--- src/hdl/tpbe_pkg.sv ---
// ----------------------------------------------------------------------------
// Tensor polynomial basis evaluator: shared package
// Field widths, command and register codes, fixed-point helpers and the
// one-dimensional Legendre / Lagrange basis evaluation.
// ----------------------------------------------------------------------------
package tpbe_pkg;

  localparam int unsigned CMD_W      = 2;
  localparam int unsigned COORD_W    = 16;
  localparam int unsigned VALUE_W    = 18;
  localparam int unsigned TERM_W     = 4;
  localparam int unsigned ORDER_W    = 2;
  localparam int unsigned COEF_W     = 16;
  localparam int unsigned DER_W      = 18;
  localparam int unsigned CFG_IDX_W  = 1;
  localparam int unsigned CFG_DATA_W = 2;
  localparam int unsigned WIDE_W     = 48;
  localparam int unsigned PROD_W     = COEF_W + DER_W;

  // Number of 1D functions the evaluation formulas cover (Legendre up to cubic).
  localparam int unsigned BASIS_N    = 4;

  localparam int unsigned MAX_ORDER_DEF = 3;
  localparam int unsigned QUEUE_DEPTH   = 2;

  localparam logic signed [COORD_W-1:0] ONE_Q14     = 16'sd16384;
  localparam logic signed [COORD_W-1:0] NEG_ONE_Q14 = -16'sd16384;
  localparam logic signed [VALUE_W-1:0] VALUE_MAX   = 18'sd131071;
  localparam logic signed [VALUE_W-1:0] VALUE_MIN   = -18'sd131072;

  typedef enum logic [CMD_W-1:0] {
    CMD_VAL   = 2'd0,
    CMD_DER_A = 2'd1,
    CMD_DER_B = 2'd2
  } cmd_e;

  typedef enum logic [CFG_IDX_W-1:0] {
    REG_BASIS_KIND = 1'b0,
    REG_POLY_ORDER = 1'b1
  } cfg_reg_e;

  typedef logic signed [COEF_W-1:0] coef_t;
  typedef logic signed [DER_W-1:0]  der_t;

  typedef struct packed {
    coef_t [BASIS_N-1:0] b;
    der_t  [BASIS_N-1:0] d;
  } basis_t;

  // Bits of one queue entry for a given number of functions per direction.
  function automatic int unsigned entry_w(input int unsigned nb);
    entry_w = CMD_W + ORDER_W + 1 + nb * (2 * COEF_W + DER_W);
  endfunction

  // Arithmetic right shift rounding to nearest, ties away from zero.
  function automatic logic signed [WIDE_W-1:0] rnd_shr(input logic signed [WIDE_W-1:0] v,
                                                       input int unsigned s);
    logic [WIDE_W-1:0] mag;
    logic [WIDE_W-1:0] half;
    half = WIDE_W'(1) << (s - 1);
    mag  = v[WIDE_W-1] ? WIDE_W'(-v) : WIDE_W'(v);
    mag  = (mag + half) >> s;
    rnd_shr = v[WIDE_W-1] ? -$signed(mag) : $signed(mag);
  endfunction

  function automatic logic signed [COORD_W-1:0] sat_coord(input logic signed [COORD_W-1:0] x);
    if (x > ONE_Q14) begin
      sat_coord = ONE_Q14;
    end else if (x < NEG_ONE_Q14) begin
      sat_coord = NEG_ONE_Q14;
    end else begin
      sat_coord = x;
    end
  endfunction

  // Values and derivatives of the 1D basis in Q14. z2 = z*z, z3 = z*z*z.
  // Unsupported Lagrange orders leave everything at zero.
  function automatic basis_t eval_basis(input logic signed [COORD_W-1:0] z,
                                        input logic signed [2*COORD_W-1:0] z2,
                                        input logic signed [WIDE_W-1:0] z3,
                                        input logic lag,
                                        input logic [ORDER_W-1:0] p);
    logic signed [WIDE_W-1:0] zw;
    logic signed [WIDE_W-1:0] z2w;
    logic signed [WIDE_W-1:0] one14;
    logic signed [WIDE_W-1:0] one28;
    logic signed [WIDE_W-1:0] t;
    basis_t r;
    zw    = WIDE_W'(z);
    z2w   = WIDE_W'(z2);
    one14 = WIDE_W'(ONE_Q14);
    one28 = one14 <<< 14;
    r     = '0;
    if (!lag) begin
      r.b[0] = ONE_Q14;
      r.b[1] = z;
      t      = rnd_shr(z2w * 48'sd3 - one28, 15);
      r.b[2] = t[COEF_W-1:0];
      t      = rnd_shr(z3 * 48'sd5 - (zw * 48'sd3) * one28, 29);
      r.b[3] = t[COEF_W-1:0];
      r.d[1] = DER_W'(ONE_Q14);
      t      = zw * 48'sd3;
      r.d[2] = t[DER_W-1:0];
      t      = rnd_shr(z2w * 48'sd15 - one28 * 48'sd3, 15);
      r.d[3] = t[DER_W-1:0];
    end else if (p == ORDER_W'(1)) begin
      t      = rnd_shr(one14 - zw, 1);
      r.b[0] = t[COEF_W-1:0];
      t      = rnd_shr(one14 + zw, 1);
      r.b[1] = t[COEF_W-1:0];
      r.d[0] = -(DER_W'(ONE_Q14) >>> 1);
      r.d[1] = DER_W'(ONE_Q14) >>> 1;
    end else if (p == ORDER_W'(2)) begin
      t      = rnd_shr(z2w - (zw <<< 14), 15);
      r.b[0] = t[COEF_W-1:0];
      t      = rnd_shr(one28 - z2w, 14);
      r.b[1] = t[COEF_W-1:0];
      t      = rnd_shr(z2w + (zw <<< 14), 15);
      r.b[2] = t[COEF_W-1:0];
      t      = zw - (one14 >>> 1);
      r.d[0] = t[DER_W-1:0];
      t      = -(zw <<< 1);
      r.d[1] = t[DER_W-1:0];
      t      = zw + (one14 >>> 1);
      r.d[2] = t[DER_W-1:0];
    end
    eval_basis = r;
  endfunction

endpackage

--- src/hdl/tpbe_fifo.sv ---
// ----------------------------------------------------------------------------
// Tensor polynomial basis evaluator: entry queue
// Small register queue between the evaluation front and the product back.
// ----------------------------------------------------------------------------
module tpbe_fifo #(
  parameter int unsigned WIDTH = 8,
  parameter int unsigned DEPTH = tpbe_pkg::QUEUE_DEPTH
) (
  input  logic             clk_i,
  input  logic             rst_ni,
  input  logic             push_i,
  input  logic [WIDTH-1:0] wdata_i,
  output logic             full_o,
  input  logic             pop_i,
  output logic [WIDTH-1:0] rdata_o,
  output logic             empty_o
);

  localparam int unsigned PW = (DEPTH > 1) ? $clog2(DEPTH) : 1;
  localparam int unsigned CW = $clog2(DEPTH + 1);

  logic [WIDTH-1:0] mem_q [DEPTH];
  logic [PW-1:0]    wr_q, wr_d, rd_q, rd_d;
  logic [CW-1:0]    cnt_q, cnt_d;
  logic             do_push, do_pop;

  assign full_o  = (cnt_q == CW'(DEPTH));
  assign empty_o = (cnt_q == '0);
  assign do_push = push_i && !full_o;
  assign do_pop  = pop_i && !empty_o;
  assign rdata_o = mem_q[rd_q];

  always_comb begin
    wr_d  = wr_q;
    rd_d  = rd_q;
    cnt_d = cnt_q;
    if (do_push) begin
      wr_d = (wr_q == PW'(DEPTH - 1)) ? '0 : wr_q + 1'b1;
    end
    if (do_pop) begin
      rd_d = (rd_q == PW'(DEPTH - 1)) ? '0 : rd_q + 1'b1;
    end
    if (do_push && !do_pop) begin
      cnt_d = cnt_q + 1'b1;
    end else if (do_pop && !do_push) begin
      cnt_d = cnt_q - 1'b1;
    end
  end

  always_ff @(posedge clk_i or negedge rst_ni) begin
    if (!rst_ni) begin
      wr_q  <= '0;
      rd_q  <= '0;
      cnt_q <= '0;
    end else begin
      wr_q  <= wr_d;
      rd_q  <= rd_d;
      cnt_q <= cnt_d;
    end
  end

  always_ff @(posedge clk_i) begin
    if (do_push) begin
      mem_q[wr_q] <= wdata_i;
    end
  end

endmodule

--- config.mk ---
export PLATFORM = sky130hd
export DESIGN_NAME = tpbe_fifo
export DESIGN_NICKNAME = d
export VERILOG_FILES = /design/src/hdl/tpbe_pkg.sv /design/src/hdl/tpbe_fifo.sv
export SDC_FILE = /design/constraint.sdc
export NUM_CORES = 1
export LEC_CHECK = 0
export BUFFER_PORTS_ARGS = -buffer_cell sky130_fd_sc_hd__buf_4
export CAP_MARGIN = 15
export CORE_MARGIN = 1.5
export CORE_UTILIZATION = 40
export CTS_CLUSTER_DIAMETER = 40
export CTS_CLUSTER_SIZE = 30
export DETAILED_ROUTE_END_ITERATION = 6
export PLACE_DENSITY = 0.75
export SETUP_SLACK_MARGIN = 0.3
export SYNTH_ARGS = -nofsm -noshare
export SYNTH_HDL_FRONTEND = slang
export SYNTH_SLANG_ARGS = --single-unit
--- constraint.sdc ---
create_clock -name clk_i -period 2.35 [get_ports clk_i]
set_input_delay 0 -clock clk_i [delete_from_list [all_inputs] [get_ports clk_i]]
set_output_delay 0 -clock clk_i [all_outputs]
set_load 0.05 [all_outputs]
==> flow_results.org <==
** Drt
- For this block, the initial DRC count from the detailed router was 8.
- Before antenna repair, the detailed router went through 4 iterations.
- Post-route DRC violation count :: 0
- Dividing the detail-routed wire length by the instance count gives 12.7 um.
- In this run the remaining antenna-violating nets after routing total 0.
- Dividing the detail-routed via count by the number of cells gives 4.60.
- Routed wire length :: 1.30 mm
- The routed layout has 469 vias.

** Placement
- Dpl ws :: 0.721 ns
- Routability-driven placement finished with a final weighted congestion of 0.630.
- Cell Area, Placed :: 966 um2
- Input/output buffers :: 21
- Summed over all nets, the half-perimeter wirelength after detailed placement is 874 um.

** Logic synthesis
- Yosys printed 0 warnings.
- Synthesis produced a netlist with a net count of 57.
- Post-synthesis register bit count :: 20
- Library cells used by synthesis :: 15
- Synthesis produced 44 cells.
- The average instance in the mapped netlist occupies 17.8 um2.
- Area of the mapped netlist :: 782 um2
- Of the synthesized area, sequential elements account for 0.742.

** Clock network
- The clock passes through at most 2 buffers.
- After clock tree synthesis, the repair step resized 0 gates.
- After clock tree synthesis, the flow added hold-fix buffers numbering 9.
- Reg clk slew, reported paths :: 0.10 ns
- The tree is rooted in a sky130_fd_sc_hd__clkbuf_4.
- TritonCTS built the clock tree.
- The clock drives 20 sinks.
- In this run, CTS created clock tree buffers numbering 3.
- CTS built an H-tree with a depth of 1.
- Clock latency on the worst-skew pair, taken at its later pin, is 0.29 ns.
- In this run the post-CTS setup repair buffer count came out at 0.

** Global routing
- The initial antenna violation count came to 0.
- Summed over all layers, the global routing overflow is 0.
- Entering global routing, the biggest net connects 13 pins.
- Via count of the first global-routing pass :: 491
- Total routing usage reported by global routing :: 0.140
- Wire length of the first global-routing pass :: 2.06 mm

** Timing
- Setup violations remaining at the end of the flow were counted as 0.
- Based on the critical path, the design can be clocked at up to 625 MHz.
- Slew at the pin with the worst max-slew slack :: 0.690 ns
- Setup repair after global routing missed its margin :: no
- Total negative slack :: 0 ns
- Measured against its own limit, the worst slew margin works out to 0.538.
- For the finished layout, the period the worst path requires is 1.60 ns.
- Worst-case setup margin in the final layout :: 0.749 ns
- Final period util :: 0.681
- The final hold violation count came to 0.
- Pins over their slew limit :: 0
- Final Skew :: 0.00634 ns

** Worst setup path
- For the worst setup path, the data required time is 2.28 ns.
- Crit path launch type :: flip-flop
- In this run the worst path has a maximum fanout of 8.
- On the critical path, the stage with the largest delay is an instance of sky130_fd_sc_hd__nor2_1.
- The worst setup path is captured at a flip-flop.
- The critical path is of the flip-flop to flip-flop type.
- The critical path goes through nand2b_1 > nand2_2 > nor2_1.
- Largest incremental delay on the critical path :: 0.54 ns
- Data arrives at the worst endpoint at 1.53 ns.

** Cells and area
- Signed area change from the synthesized netlist to the final layout :: 41.8%
- Share of cells above drive strength 1 :: 0.377
- Antenna fix cells :: 0
- At the end of the flow, the number of nets in the layout was 91.
- Fill cells in the final layout number 139.
- Area of all placed cells without fillers :: 1110 um2

** Die
- During I/O placement, the number of pins put on the boundary was 22.
- Core area :: 1780 um2
- The initial utilization of the core area, before any placement, comes to 0.439.
- After floorplanning, the core was divided into 15 placement rows.
- Measured along the y axis, the die boundary spans 47.2 um.
- The floorplan step set the die width to 47.2 um.
- DIE AREA :: 2230 um2

** Pwr
- The internal power of the cells totals 912 uW.
- In this run the power spent charging and discharging nets is 608 uW.
- Maximum ir drop on the vdd rail :: 0.000927 V
- Power Density :: 1370 nW/um2
- Of the total power, combinational logic draws 0.447.
- Clock share of power :: 0.176
- Of the total power, registers draw 0.377.
- Static Leak :: 0.457 nW
- Power Total :: 1.52 mW
- Of the total power, the share spent switching nets is 0.400.

** Run status
- Run status :: finished clean

** Job
- Reported max-cap violation count :: 0

** Worst hold path
- Class of the tightest hold or removal check :: primary input to flip-flop
==> registers in the layout (all words and copies together) (netlist names) <==
name / flops
mem_q: 16
cnt_q: 2
wr_q: 1
rd_q: 1
==> critical path: cells and delay by family, from the launching register on <==
family / cells / cell delay, ns
simple gates: 3 / 0.82
flops: 1 / 0.43
==> area by class of cell <==
type | count | area [um2] | area share
clock buffer | 3 | 22.5 | 0.0203
tap | 25 | 31.3 | 0.0282
multi-input combinational | 21 | 189 | 0.170
inverter | 2 | 7.51 | 0.00677
sequential | 20 | 581 | 0.524
timing repair buffer | 30 | 248 | 0.223
clock inverter | 1 | 30.0 | 0.0271
==> cell families after synthesis <==
logic type | count (synthesis) | share of synthesized area
mux | 8 | 0.115
simple gates | 6 | 0.0384
xor+xnor | 5 | 0.0656
compound gates | 1 | 0.00639
flops | 20 | 0.742
buf+inv | 3 | 0.0160
fa+ha+maj | 1 | 0.0160
==> per-layer routing <==
| metal | track usage | wire, um |
|---|---|---|
| met3 | 0.0269 | 68 |
| met5 | 0 | 0 |
| met4 | 0.0833 | 17 |
| met1 | 0.145 | 489 |
| met2 | 0.258 | 724 |
==> final timing paths <==
kind,start,end,slack [ns],depth (start not counted)
max,cnt_q[0]$_DFFE_PN0P_,mem_q[0][1]$_DFFE_PP_,0.75,3
min,push_i,wr_q$_DFFE_PN0N_,0.02,3
max reg2reg,cnt_q[0]$_DFFE_PN0P_,mem_q[0][1]$_DFFE_PP_,0.75,3
min reg2reg,cnt_q[1]$_DFFE_PN0P_,cnt_q[1]$_DFFE_PN0P_,0.53,1
max in group asynchronous,rst_ni,rd_q$_DFFE_PN0P_,2.22,2
min in group asynchronous,rst_ni,cnt_q[0]$_DFFE_PN0P_,0.03,2
==> synth_stat cells <==
cell,n,area (um2)
sky130_fd_sc_hd__ha_1,1,12.5
sky130_fd_sc_hd__inv_1,2,7.51
sky130_fd_sc_hd__nor2_1,3,11.3
sky130_fd_sc_hd__xor2_1,2,17.5
sky130_fd_sc_hd__edfxtp_1,16,480
sky130_fd_sc_hd__xnor2_1,2,17.5
sky130_fd_sc_hd__and3_1,1,6.26
sky130_fd_sc_hd__buf_2,1,5.00
sky130_fd_sc_hd__o21ai_1,1,5.00
sky130_fd_sc_hd__nand2_2,1,6.26
sky130_fd_sc_hd__xnor2_2,1,16.3
sky130_fd_sc_hd__mux2_1,6,67.6
sky130_fd_sc_hd__dfrtp_1,4,100
sky130_fd_sc_hd__nand2b_1,1,6.26
sky130_fd_sc_hd__mux2_2,2,22.5
==> power by group through the flow <==
stage,Clock [mW],Combinational [mW],Sequential (mW)
after floorplan,0,0.524,0.540
after global placement,0,0.657,0.575
after detailed placement,0,0.665,0.584
after CTS,0.278,0.684,0.575
after global routing,0.293,0.716,0.584
final,0.268,0.679,0.573
==> layout by cell type, fill, tap and decap left out, drive strengths merged <==
cell	instances
ha	1
mux2	8
and3	1
edfxtp	16
dlygate4sd3	9
nand2b	1
nand2	1
xnor2	3
dfrtp	4
nor2	3
xor2	2
bufinv	1
clkbuf	3
inv	2
o21ai	1
buf	21
==> through the flow <==
| step | hold slack [ns] | util | instances |
|---|---|---|---|
| detailed placement | -0.199 | 0.542 | 89 |
| finish | 0.0183 | 0.622 | 102 |
| CTS | 0.00360 | 0.622 | 102 |
| global route | 0.0263 | 0.622 | 102 |
| floorplan | -0.296 | - | 44 |
| global placement | -0.199 | 0.542 | 89 |
(Power assumes the default switching activity.)
