==> src/hdl/tpbe_pkg.sv <==
// ----------------------------------------------------------------------------
// Tensor polynomial basis evaluator: shared package
// Field widths, command and register codes, fixed-point helpers and the
// one-dimensional Legendre / Lagrange basis evaluation.
// ----------------------------------------------------------------------------
package tpbe_pkg;

  localparam int unsigned CMD_W      = 2;
  localparam int unsigned COORD_W    = 16;
  localparam int unsigned VALUE_W    = 18;
  localparam int unsigned TERM_W     = 4;
  localparam int unsigned ORDER_W    = 2;
  localparam int unsigned COEF_W     = 16;
  localparam int unsigned DER_W      = 18;
  localparam int unsigned CFG_IDX_W  = 1;
  localparam int unsigned CFG_DATA_W = 2;
  localparam int unsigned WIDE_W     = 48;
  localparam int unsigned PROD_W     = COEF_W + DER_W;

  // Number of 1D functions the evaluation formulas cover (Legendre up to cubic).
  localparam int unsigned BASIS_N    = 4;

  localparam int unsigned MAX_ORDER_DEF = 3;
  localparam int unsigned QUEUE_DEPTH   = 2;

  localparam logic signed [COORD_W-1:0] ONE_Q14     = 16'sd16384;
  localparam logic signed [COORD_W-1:0] NEG_ONE_Q14 = -16'sd16384;
  localparam logic signed [VALUE_W-1:0] VALUE_MAX   = 18'sd131071;
  localparam logic signed [VALUE_W-1:0] VALUE_MIN   = -18'sd131072;

  typedef enum logic [CMD_W-1:0] {
    CMD_VAL   = 2'd0,
    CMD_DER_A = 2'd1,
    CMD_DER_B = 2'd2
  } cmd_e;

  typedef enum logic [CFG_IDX_W-1:0] {
    REG_BASIS_KIND = 1'b0,
    REG_POLY_ORDER = 1'b1
  } cfg_reg_e;

  typedef logic signed [COEF_W-1:0] coef_t;
  typedef logic signed [DER_W-1:0]  der_t;

  typedef struct packed {
    coef_t [BASIS_N-1:0] b;
    der_t  [BASIS_N-1:0] d;
  } basis_t;

  // Bits of one queue entry for a given number of functions per direction.
  function automatic int unsigned entry_w(input int unsigned nb);
    entry_w = CMD_W + ORDER_W + 1 + nb * (2 * COEF_W + DER_W);
  endfunction

  // Arithmetic right shift rounding to nearest, ties away from zero.
  function automatic logic signed [WIDE_W-1:0] rnd_shr(input logic signed [WIDE_W-1:0] v,
                                                       input int unsigned s);
    logic [WIDE_W-1:0] mag;
    logic [WIDE_W-1:0] half;
    half = WIDE_W'(1) << (s - 1);
    mag  = v[WIDE_W-1] ? WIDE_W'(-v) : WIDE_W'(v);
    mag  = (mag + half) >> s;
    rnd_shr = v[WIDE_W-1] ? -$signed(mag) : $signed(mag);
  endfunction

  function automatic logic signed [COORD_W-1:0] sat_coord(input logic signed [COORD_W-1:0] x);
    if (x > ONE_Q14) begin
      sat_coord = ONE_Q14;
    end else if (x < NEG_ONE_Q14) begin
      sat_coord = NEG_ONE_Q14;
    end else begin
      sat_coord = x;
    end
  endfunction

  // Values and derivatives of the 1D basis in Q14. z2 = z*z, z3 = z*z*z.
  // Unsupported Lagrange orders leave everything at zero.
  function automatic basis_t eval_basis(input logic signed [COORD_W-1:0] z,
                                        input logic signed [2*COORD_W-1:0] z2,
                                        input logic signed [WIDE_W-1:0] z3,
                                        input logic lag,
                                        input logic [ORDER_W-1:0] p);
    logic signed [WIDE_W-1:0] zw;
    logic signed [WIDE_W-1:0] z2w;
    logic signed [WIDE_W-1:0] one14;
    logic signed [WIDE_W-1:0] one28;
    logic signed [WIDE_W-1:0] t;
    basis_t r;
    zw    = WIDE_W'(z);
    z2w   = WIDE_W'(z2);
    one14 = WIDE_W'(ONE_Q14);
    one28 = one14 <<< 14;
    r     = '0;
    if (!lag) begin
      r.b[0] = ONE_Q14;
      r.b[1] = z;
      t      = rnd_shr(z2w * 48'sd3 - one28, 15);
      r.b[2] = t[COEF_W-1:0];
      t      = rnd_shr(z3 * 48'sd5 - (zw * 48'sd3) * one28, 29);
      r.b[3] = t[COEF_W-1:0];
      r.d[1] = DER_W'(ONE_Q14);
      t      = zw * 48'sd3;
      r.d[2] = t[DER_W-1:0];
      t      = rnd_shr(z2w * 48'sd15 - one28 * 48'sd3, 15);
      r.d[3] = t[DER_W-1:0];
    end else if (p == ORDER_W'(1)) begin
      t      = rnd_shr(one14 - zw, 1);
      r.b[0] = t[COEF_W-1:0];
      t      = rnd_shr(one14 + zw, 1);
      r.b[1] = t[COEF_W-1:0];
      r.d[0] = -(DER_W'(ONE_Q14) >>> 1);
      r.d[1] = DER_W'(ONE_Q14) >>> 1;
    end else if (p == ORDER_W'(2)) begin
      t      = rnd_shr(z2w - (zw <<< 14), 15);
      r.b[0] = t[COEF_W-1:0];
      t      = rnd_shr(one28 - z2w, 14);
      r.b[1] = t[COEF_W-1:0];
      t      = rnd_shr(z2w + (zw <<< 14), 15);
      r.b[2] = t[COEF_W-1:0];
      t      = zw - (one14 >>> 1);
      r.d[0] = t[DER_W-1:0];
      t      = -(zw <<< 1);
      r.d[1] = t[DER_W-1:0];
      t      = zw + (one14 >>> 1);
      r.d[2] = t[DER_W-1:0];
    end
    eval_basis = r;
  endfunction

endpackage

==> src/hdl/tpbe_if.sv <==


interface tpbe_result_if;
  logic                                     valid;
  logic                                     ready;
  logic signed [tpbe_pkg::VALUE_W-1:0]      value;
  logic [tpbe_pkg::TERM_W-1:0]              term_index;
  logic                                     last;
  logic                                     bad_setting;

  modport source (output valid, value, term_index, last, bad_setting, input ready);
  modport sink   (input valid, value, term_index, last, bad_setting, output ready);
endinterface

==> src/hdl/tpbe_back.sv <==
// ----------------------------------------------------------------------------
// Tensor polynomial basis evaluator: product back end
// Walks the (P+1)^2 tensor terms of one queued entry, one multiply per cycle
// unless the output stalls; then rounds and saturates into the result register.
// ----------------------------------------------------------------------------
module tpbe_back #(
  parameter int unsigned MAX_ORDER = tpbe_pkg::MAX_ORDER_DEF
) (
  input  logic                                   clk_i,
  input  logic                                   rst_ni,
  input  logic [tpbe_pkg::entry_w(MAX_ORDER+1)-1:0] entry_i,
  input  logic                                   avail_i,
  output logic                                   pop_o,
  tpbe_result_if.source                          result_o
);

  localparam int unsigned NB = MAX_ORDER + 1;
  localparam int unsigned IW = $clog2(NB);

  typedef struct packed {
    logic [tpbe_pkg::CMD_W-1:0]   cmd;
    logic [tpbe_pkg::ORDER_W-1:0] ord;
    logic                         bad;
    tpbe_pkg::coef_t [NB-1:0]     ba;
    tpbe_pkg::der_t  [NB-1:0]     da;
    tpbe_pkg::coef_t [NB-1:0]     bb;
  } entry_t;

  entry_t                        cur_q;
  logic                          busy_q, busy_d;
  logic [IW-1:0]                 i_q, i_d, j_q, j_d;
  logic [tpbe_pkg::TERM_W-1:0]   k_q, k_d;
  logic                          adv, fire, term_last, pop;
  logic [IW-1:0]                 ord;

  tpbe_pkg::coef_t               op_x;
  tpbe_pkg::der_t                op_y;

  logic                                  pv_q;
  logic signed [tpbe_pkg::PROD_W-1:0]    prod_q;
  logic [tpbe_pkg::TERM_W-1:0]           pk_q;
  logic                                  plast_q, pbad_q;

  logic                                  ov_q;
  logic signed [tpbe_pkg::VALUE_W-1:0]   oval_q;
  logic [tpbe_pkg::TERM_W-1:0]           ok_q;
  logic                                  olast_q, obad_q;

  logic signed [tpbe_pkg::WIDE_W-1:0]    rounded;
  logic signed [tpbe_pkg::VALUE_W-1:0]   sat_val;

  assign adv       = !ov_q || result_o.ready;
  assign fire      = busy_q && adv;
  assign ord       = IW'(cur_q.ord);
  assign term_last = (i_q == ord) && (j_q == ord);
  // The next entry is loaded in the same cycle as the last term of the current one.
  assign pop       = avail_i && (!busy_q || (fire && term_last));
  assign pop_o     = pop;

  always_comb begin
    busy_d = busy_q;
    i_d    = i_q;
    j_d    = j_q;
    k_d    = k_q;
    if (pop) begin
      busy_d = 1'b1;
      i_d    = '0;
      j_d    = '0;
      k_d    = '0;
    end else if (fire) begin
      if (term_last) begin
        busy_d = 1'b0;
      end
      k_d = k_q + 1'b1;
      if (j_q == ord) begin
        j_d = '0;
        i_d = i_q + 1'b1;
      end else begin
        j_d = j_q + 1'b1;
      end
    end
  end

  always_comb begin
    case (cur_q.cmd)
      tpbe_pkg::CMD_VAL: begin
        op_x = cur_q.bb[i_q];
        op_y = tpbe_pkg::DER_W'(cur_q.ba[j_q]);
      end
      tpbe_pkg::CMD_DER_A: begin
        op_x = cur_q.bb[i_q];
        op_y = cur_q.da[j_q];
      end
      tpbe_pkg::CMD_DER_B: begin
        op_x = cur_q.bb[j_q];
        op_y = cur_q.da[i_q];
      end
      default: begin
        op_x = '0;
        op_y = '0;
      end
    endcase
  end

  always_comb begin
    rounded = tpbe_pkg::rnd_shr(tpbe_pkg::WIDE_W'(prod_q), 14);
    if (rounded > tpbe_pkg::WIDE_W'(tpbe_pkg::VALUE_MAX)) begin
      sat_val = tpbe_pkg::VALUE_MAX;
    end else if (rounded < tpbe_pkg::WIDE_W'(tpbe_pkg::VALUE_MIN)) begin
      sat_val = tpbe_pkg::VALUE_MIN;
    end else begin
      sat_val = rounded[tpbe_pkg::VALUE_W-1:0];
    end
  end

  always_ff @(posedge clk_i or negedge rst_ni) begin
    if (!rst_ni) begin
      busy_q <= 1'b0;
      i_q    <= '0;
      j_q    <= '0;
      k_q    <= '0;
      pv_q   <= 1'b0;
      ov_q   <= 1'b0;
    end else begin
      busy_q <= busy_d;
      i_q    <= i_d;
      j_q    <= j_d;
      k_q    <= k_d;
      if (adv) begin
        pv_q <= fire;
        ov_q <= pv_q;
      end
    end
  end

  always_ff @(posedge clk_i) begin
    if (pop) begin
      cur_q <= entry_i;
    end
    if (adv) begin
      prod_q  <= tpbe_pkg::PROD_W'(op_x) * tpbe_pkg::PROD_W'(op_y);
      pk_q    <= k_q;
      plast_q <= term_last;
      pbad_q  <= cur_q.bad;
      oval_q  <= sat_val;
      ok_q    <= pk_q;
      olast_q <= plast_q;
      obad_q  <= pbad_q;
    end
  end

  assign result_o.valid       = ov_q;
  assign result_o.value       = oval_q;
  assign result_o.term_index  = ok_q;
  assign result_o.last        = olast_q;
  assign result_o.bad_setting = obad_q;

endmodule

==> src/flat_wrapper.sv <==
// flat-port wrapper written by rule: the top's interface ports become plain ports
module tpbe_back_flat 
#(
  parameter int unsigned MAX_ORDER = tpbe_pkg::MAX_ORDER_DEF
)
  (clk_i, rst_ni, entry_i, avail_i, pop_o, result_o_valid, result_o_value, result_o_term_index, result_o_last, result_o_bad_setting, result_o_ready);
  tpbe_result_if result_o_i ();
  input  logic clk_i;
  input  logic rst_ni;
  input  logic [tpbe_pkg::entry_w(MAX_ORDER+1)-1:0] entry_i;
  input  logic avail_i;
  output logic pop_o;
  output wire logic [$bits(result_o_i.valid)-1:0] result_o_valid;
  output wire logic [$bits(result_o_i.value)-1:0] result_o_value;
  output wire logic [$bits(result_o_i.term_index)-1:0] result_o_term_index;
  output wire logic [$bits(result_o_i.last)-1:0] result_o_last;
  output wire logic [$bits(result_o_i.bad_setting)-1:0] result_o_bad_setting;
  input wire logic [$bits(result_o_i.ready)-1:0] result_o_ready;
  assign result_o_valid = result_o_i.valid;
  assign result_o_value = result_o_i.value;
  assign result_o_term_index = result_o_i.term_index;
  assign result_o_last = result_o_i.last;
  assign result_o_bad_setting = result_o_i.bad_setting;
  assign result_o_i.ready = result_o_ready;
  tpbe_back #(.MAX_ORDER(MAX_ORDER)) u_core (.clk_i(clk_i), .rst_ni(rst_ni), .entry_i(entry_i), .avail_i(avail_i), .pop_o(pop_o), .result_o(result_o_i));
endmodule
==> config.mk <==
export PLATFORM = sky130hd
export DESIGN_NAME = tpbe_back_flat
export DESIGN_NICKNAME = d
export VERILOG_FILES = /design/src/hdl/tpbe_pkg.sv /design/src/hdl/tpbe_if.sv /design/src/hdl/tpbe_back.sv /design/src/flat_wrapper.sv
export SDC_FILE = /design/constraint.sdc
export NUM_CORES = 1
export LEC_CHECK = 0
export ABC_CLOCK_PERIOD_IN_PS = 14600
export BUFFER_PORTS_ARGS = -buffer_cell sky130_fd_sc_hd__buf_4
export CAP_MARGIN = 10
export CELL_PAD_IN_SITES_DETAIL_PLACEMENT = 2
export CELL_PAD_IN_SITES_GLOBAL_PLACEMENT = 2
export CORE_MARGIN = 2
export CORE_UTILIZATION = 44
export CTS_CLUSTER_SIZE = 25
export DETAILED_ROUTE_END_ITERATION = 6
export PLACE_DENSITY_LB_ADDON = 0.15
export SETUP_SLACK_MARGIN = 0.3
export SYNTH_ARGS = -nofsm -noshare
export SYNTH_HDL_FRONTEND = slang
export SYNTH_SLANG_ARGS = --single-unit
==> constraint.sdc <==
create_clock -name clk_i -period 14.6 [get_ports clk_i]
set_input_delay 0.73 -clock clk_i [delete_from_list [all_inputs] [get_ports clk_i]]
set_output_delay 0.73 -clock clk_i [all_outputs]
set_load 0.005 [all_outputs]
==> metrics.csv, run 1 <==
stage,metric,value,unit
hold_path,Hold Path Depth,1,
routing,initial DRC count,953,
grt,GRT Residual Overflow,0,
grt,met2 usage,0.527,
yosys,Yosys reg bits,280,
yosys,Syn. warnings,0,
grt,Total GRT Usage,0.281,
critical_path,Worst setup SP type,flip-flop,
layout,FILL cells,5337,
layout,layout cells sized above 1,0.195,
critical_path,Reg2Reg Depth,30,
hold_path,HP Start,entry_i[87],
grt,GRT busiest layer,met2,
sta,Fin. Hold Viols,0,
layout,"Net count, final",2933,
grt,vias in the first global route,20400,
layout,FF+latch area,8360,sq um
sta,Final setup viols,0,
floorplanning,Row Count,86,
grt,largest net degree at the start of global routing,75,
clocking,CTS H-Tree Depth,2,
critical_path,CP most frequent cell,inv_1,
place,DPL Wire Length,60000,um
critical_path,Reg-to-Reg Start,u_core.cur_q[204],
place,Cells after DPL,3011,
floorplanning,die height,239,um
place,port bufs,234,
floorplanning,Core ar.,54800,sq um
critical_path,"Req. time, crit path",14870,ps
clocking,TritonCTS buffer count,35,
sta,crit share post-route,0.671,
routing,routed wire length,77800,um
layout,Non-Filler Instances,3080,
routing,Vias per Instance,5.62,
critical_path,register-to-register setup slack,4800,ps
sta,Fin Clk Skew,20.2,ps
yosys,share of the synthesized area in the top cell type,0.333,
grt,first-pass GRT wire length,121000,um
critical_path,CP max stage delay,670,ps
grt,GR Util met3,0.0314,
yosys,"EDFF count, synth",269,
critical_path,critical path class,flip-flop to flip-flop,
grt,initial antenna violation count,4,
yosys,Commonest cells post-synth,"inv_1, fa_1, edfxtp_1",
critical_path,critical-path maximum fanout,30,
yosys,most common cell in the netlist,inv_1,
yosys,largest cells by area after synthesis,"edfxtp_1, fa_1, mux4_2",
sta,worst-margin pin slew,1020,ps
sta,setup TNS,0,ps
routing,drt first pass iters,5,
routing,Detail Route Antenna Nets,0,
sta,RSZ-0062 raised after global routing,false,
yosys,dominant cell type by area after synthesis,edfxtp_1,
floorplanning,Die W,239,um
yosys,Post-synth top flop,edfxtp_1,
yosys,ys async rst share,0.0393,
hold_path,Min-Delay Path Class,input pin to flip-flop,
sta,Period minus WS final,9800,ps
routing,DRC,0,
clocking,CTS sink count,280,
grt,met1 usage,0.333,
status,status,"finished, final reports clean",
yosys,cell area after synthesis,24300,sq um
yosys,synth unique cells,83,
clocking,PostCTS Resize Cnt,0,
critical_path,CP max stage cell,clkinv_1,
yosys,Cells after Synth,2131,
layout,Layout area overhead,15.3,%
yosys,Syn Nets,2719,
critical_path,Worst EP arrival,10070,ps
routing,vias,17300,
yosys,"Avg Cell Area, Syn",11.4,sq um
clocking,Clock Latency Late Sink,560,ps
sta,slew margin rel.,0.318,
floorplanning,Die ar.,57000,sq um
place,placer congestion estimate,0.823,
clocking,Root Buffer,clkbuf_16,
floorplanning,Initial Utilization,0.443,
hold_path,Worst Hold End,u_core.cur_q[87],
routing,drt wl/cell,25.2,um
critical_path,reg2reg end,u_core.prod_q[33],
floorplanning,I/O pin count,235,
sta,Fmax achieved,102,MHz
clocking,CTS tree,yes,
layout,area occupied by multi-input gates,14100,sq um
clocking,CTS Buffer Depth,3,
flow_run,max_cap viols,0,
critical_path,CP endpoint kind,flip-flop,
yosys,sequential area share after synthesis,0.344,
sta,Final Max Slew Viols,0,
clocking,Clock transition at path regs,60,ps
-- placed cells by master (no fill, tap or decap), types with 11 or more instances in the layout --
master,netlist,layout
mux2i_1,29,29
nand3_1,25,25
ha_1,89,89
nand4_1,11,11
a31oi_1,11,11
o21ai_0,37,36
mux4_2,74,74
nand2b_1,47,47
nand2_1,131,131
xnor2_1,58,58
fa_1,290,290
inv_1,381,380
clkbuf_16,0,35
or2_2,25,25
and2_1,12,11
edfxtp_1,269,269
nor3_1,16,16
a21oi_1,71,70
o22ai_1,11,11
nor2b_1,26,26
a21o_1,11,11
nor2_1,203,202
xor2_1,20,20
buf_4,3,268
a22oi_1,11,11
-- logic make-up after synthesis --
kind of cell    count (synthesis)  share of synthesized area
compound gates                260                     0.0746
xor+xnor                       79                     0.0288
fa+ha+maj                     380                      0.286
buf+inv                       475                     0.0748
flops                         280                      0.344
mux                           113                     0.0853
simple gates                  544                      0.107
-- worst max-delay path by stage --
| stage | to | cells past startpoint | startpoint | slack (ps) |
|---|---|---|---|---|
| CTS | u_core.prod_q[33] | 30 | u_core.cur_q[204] | 4680 |
| finish | u_core.prod_q[33] | 30 | u_core.cur_q[204] | 4800 |
| global route | u_core.prod_q[33] | 30 | u_core.cur_q[204] | 4020 |
| global placement | u_core.prod_q[33] | 27 | u_core.j_q[0] | 5240 |
| floorplan | u_core.prod_q[33] | 29 | u_core.j_q[0] | 5570 |
| detailed placement | u_core.prod_q[33] | 30 | u_core.cur_q[204] | 4780 |
-- sequential cells by signal, summed over array words and instances, names as in the netlist, 2 cells and up --
name / count
u_core.i_q: 2
u_core.ord: 2
u_core.result_o.term_index: 4
u_core.pk_q: 4
u_core.k_q: 4
u_core.cur_q: 203
u_core.prod_q: 34
u_core.j_q: 2
u_core.result_o.value: 18
-- what timing repair did --
action,CTS,global route
hold endpoints to repair,11,0
setup buffers,0,0
hold buffers,1,0
-- routing by layer --
metal | wire [um] | share of wire
met5 | 0 | 0
met4 | 2620 | 0.034
met3 | 2890 | 0.037
met2 | 42300 | 0.54
met1 | 30000 | 0.39
-- critical path: cells and delay by family, from the launching register on --
kind / cells / cell delay, ps
XOR/XNOR: 1 / 120
buffers and inverters: 9 / 1940
adder cells (fa/ha/maj): 7 / 2900
flip-flops: 1 / 330
AO/OA/AOI/OAI: 9 / 2880
AND/OR/NAND/NOR: 4 / 1320
-- through the flow --
stage | hold slack [ps] | area [sq um] | worst slack [ps] | util
floorplan | 400 | 24300 | 5570 | -
global placement | 403 | 26800 | 5240 | 0.490
detailed placement | 408 | 26800 | 4780 | 0.490
CTS | 314 | 28000 | 4680 | 0.511
global route | 325 | 28000 | 4020 | 0.511
finish | 341 | 28000 | 4800 | 0.511
-- final cells by class --
type	count	share of cell area
multi-input cells	1376	0.505
repair buffers	269	0.0723
diodes	5	0.000447
clock inverters	22	0.00832
well taps	704	0.0315
clock buffers	41	0.0325
flip-flops and latches	280	0.299
inverters	383	0.0514
Power of run 1 is left out: the tool's default activity adds up to more than one toggle a clock period on the data nets, which glitch-free logic cannot reach.
==> inputs of run 2 (changes only) <==
--- a/config.mk
+++ b/config.mk
@@ -5,13 +5,13 @@
 export SDC_FILE = /design/constraint.sdc
 export NUM_CORES = 1
 export LEC_CHECK = 0
-export ABC_CLOCK_PERIOD_IN_PS = 14600
+export ABC_CLOCK_PERIOD_IN_PS = 10230
 export BUFFER_PORTS_ARGS = -buffer_cell sky130_fd_sc_hd__buf_4
 export CAP_MARGIN = 10
 export CELL_PAD_IN_SITES_DETAIL_PLACEMENT = 2
 export CELL_PAD_IN_SITES_GLOBAL_PLACEMENT = 2
 export CORE_MARGIN = 2
-export CORE_UTILIZATION = 44
+export CORE_UTILIZATION = 41
 export CTS_CLUSTER_SIZE = 25
 export DETAILED_ROUTE_END_ITERATION = 6
 export PLACE_DENSITY_LB_ADDON = 0.15
==> constraint.sdc (replaced) <==
create_clock -name clk_i -period 10.23 [get_ports clk_i]
set_input_delay 0.5115 -clock clk_i [delete_from_list [all_inputs] [get_ports clk_i]]
set_output_delay 0.5115 -clock clk_i [all_outputs]
set_load 0.005 [all_outputs]
==> run 2 against run 1 <==
  * Maximum frequency increased by 5.8%
  * First-iteration DRC count decreased by 11%
  * Global-route usage shrank 2.0 points
  * Via count down 0.17%
  * Wire length is essentially flat
  * Sequential share of layout area decreased by 0.17 points
  * Final area rose by 0.59%
  * Hold slack got worse by 230 ps
  * Register-to-register slack got worse by 3800 ps
  * Cell count rose by 2.3%
  * Core utilization shrank 3.2 points
  * Worst setup slack worse by 3800 ps
  * Critical endpoint unchanged
==> metrics.csv, run 2 (same netlist as run 1, synthesis figures left out) <==
stage,metric,value,unit,change
critical_path,"Req. time, crit path",10500,ps,-4370 ps
critical_path,register-to-register setup slack,970,ps,-3840 ps
sta,Final setup viols,0,,unchanged
routing,drt wl/cell,24.6,um,-2.4%
routing,initial DRC count,844,,-11%
layout,Layout area overhead,16.0,%,
layout,area occupied by multi-input gates,14100,sq um,unchanged
critical_path,CP max stage delay,900,ps,+230 ps
place,placer congestion estimate,0.840,,+2.1%
sta,worst-margin pin slew,1200,ps,+187 ps
routing,routed wire length,77700,um,about the same
floorplanning,Core ar.,58800,sq um,+7.4%
floorplanning,Die ar.,61200,sq um,+7.2%
clocking,CTS Buffer Depth,3,,unchanged
place,DPL Wire Length,61400,um,+2.3%
grt,Total GRT Usage,0.261,,-0.0201
sta,setup TNS,0,ps,unchanged
floorplanning,Row Count,89,,+3.5%
hold_path,Worst Hold End,u_core.cur_q[73],,
routing,DRC,0,,unchanged
layout,max reg flops,203,,unchanged
grt,GRT Residual Overflow,0,,unchanged
clocking,CTS H-Tree Depth,2,,unchanged
status,status,"finished, final reports clean",,
hold_path,HP Start,entry_i[73],,
clocking,TritonCTS buffer count,34,,-2.9%
clocking,Root Buffer,clkbuf_16,,
floorplanning,I/O pin count,235,,unchanged
critical_path,CP max stage cell,a22oi_1,,
clocking,PostCTS Resize Cnt,0,,unchanged
critical_path,CP endpoint kind,flip-flop,,
layout,"commonest non-fill, non-tap cell in the layout",inv_1,,
hold_path,Min-Delay Path Class,input pin to flip-flop,,
sta,slew margin rel.,0.197,,-0.121
routing,vias,17300,,-0.17%
sta,crit share post-route,0.906,,+0.234
grt,initial antenna violation count,1,,-3
sta,Period minus WS final,9260,ps,-534 ps
critical_path,critical-path maximum fanout,25,,-17%
clocking,post-CTS setup buffer count,0,,unchanged
hold_path,Hold Path Depth,1,,unchanged
place,Cells after DPL,3089,,+2.6%
layout,most flop-heavy register,u_core.cur_q,,
sta,Fin. Hold Viols,0,,unchanged
layout,most frequent cells in the layout,"inv_1, fa_1, buf_4, edfxtp_1, nor2_1",,
sta,Fin Clk Skew,42.7,ps,+22.6 ps
layout,FF+latch area,8360,sq um,unchanged
critical_path,Reg-to-Reg Start,u_core.j_q[1],,
floorplanning,Initial Utilization,0.413,,-0.0303
flow_run,max_cap viols,0,,unchanged
critical_path,CP most frequent cell,fa_1,,
routing,Detail Route Antenna Nets,0,,unchanged
sta,Fmax achieved,108,MHz,+5.8%
grt,first-pass GRT wire length,120000,um,-0.78%
grt,vias in the first global route,20400,,+0.23%
layout,"Net count, final",2941,,+0.27%
critical_path,Worst EP arrival,9540,ps,-530 ps
grt,largest net degree at the start of global routing,150,,+100%
clocking,Clock transition at path regs,60,ps,about the same
floorplanning,die height,247,um,+3.5%
critical_path,Worst setup SP type,flip-flop,,
sta,RSZ-0062 raised after global routing,false,,
critical_path,critical path class,flip-flop to flip-flop,,
critical_path,Reg2Reg Depth,26,,-13%
clocking,Clock Latency Late Sink,580,ps,+20 ps
layout,FILL cells,5955,,+12%
layout,Non-Filler Instances,3152,,+2.3%
floorplanning,Die W,247,um,+3.5%
layout,layout cells sized above 1,0.196,,+0.00153
critical_path,reg2reg end,u_core.prod_q[33],,
place,port bufs,234,,unchanged
clocking,CTS sink count,280,,unchanged
routing,Vias per Instance,5.48,,-2.4%
sta,Final Max Slew Viols,0,,unchanged
routing,drt first pass iters,4,,-1
clocking,CTS tree,yes,,
[run 2: area by class of cell]
cell class / count / share of cell area
Clock inverter: 19 / 0.00916
Inverter: 383 / 0.0511
Clock buffer: 42 / 0.0317
Sequential cell: 280 / 0.297
Tap cell: 773 / 0.0344
Multi-Input combinational cell: 1376 / 0.502
Antenna cell: 1 / 0.0000889
Timing Repair Buffer: 278 / 0.0747
[run 2: stage by stage]
stage | area, sq um | setup slack, ps | utilization | hold slack, ps
floorplan | 24300 | 1200 | - | 216
global placement | 27000 | 1320 | 0.459 | 370
detailed placement | 27000 | 962 | 0.459 | 370
CTS | 28100 | 830 | 0.479 | 84.1
global route | 28100 | 365 | 0.479 | 98.3
finish | 28100 | 967 | 0.479 | 108
[run 2: how the worst max path moves through the flow]
stage                              from                end
after floorplan           u_core.j_q[0]  u_core.prod_q[33]
after global placement    u_core.j_q[0]  u_core.prod_q[33]
after detailed placement  u_core.i_q[0]  u_core.prod_q[33]
after CTS                 u_core.i_q[0]  u_core.prod_q[33]
after global routing      u_core.i_q[0]  u_core.prod_q[33]
final                     u_core.j_q[1]  u_core.prod_q[33]
[run 2: repair_timing]
item                                    in CTS  in global routing
endpoints found under the setup margin       0                  0
hold buffers                                 1                  0
hold endpoints to repair                    11                  0
[run 2: metal layers]
| layer | vias up | share of wire | global-route usage |
|---|---|---|---|
| met3 | 135 | 0.042 | 0.0415 |
| met5 | - | 0 | 0 |
| met4 | 0 | 0.039 | 0.101 |
| met2 | 445 | 0.52 | 0.466 |
| li1 | 7597 | - | - |
| met1 | 9107 | 0.40 | 0.316 |
[run 2: critical path, delay by kind of cell, from the launching register on]
kind / cells / cell delay [ps]
flops: 1 / 660
mux: 1 / 370
simple gates: 3 / 440
fa+ha+maj: 7 / 3450
compound gates: 9 / 3200
buf+inv: 5 / 690
xor+xnor: 1 / 110
Power of run 2 is left out for the same reason.
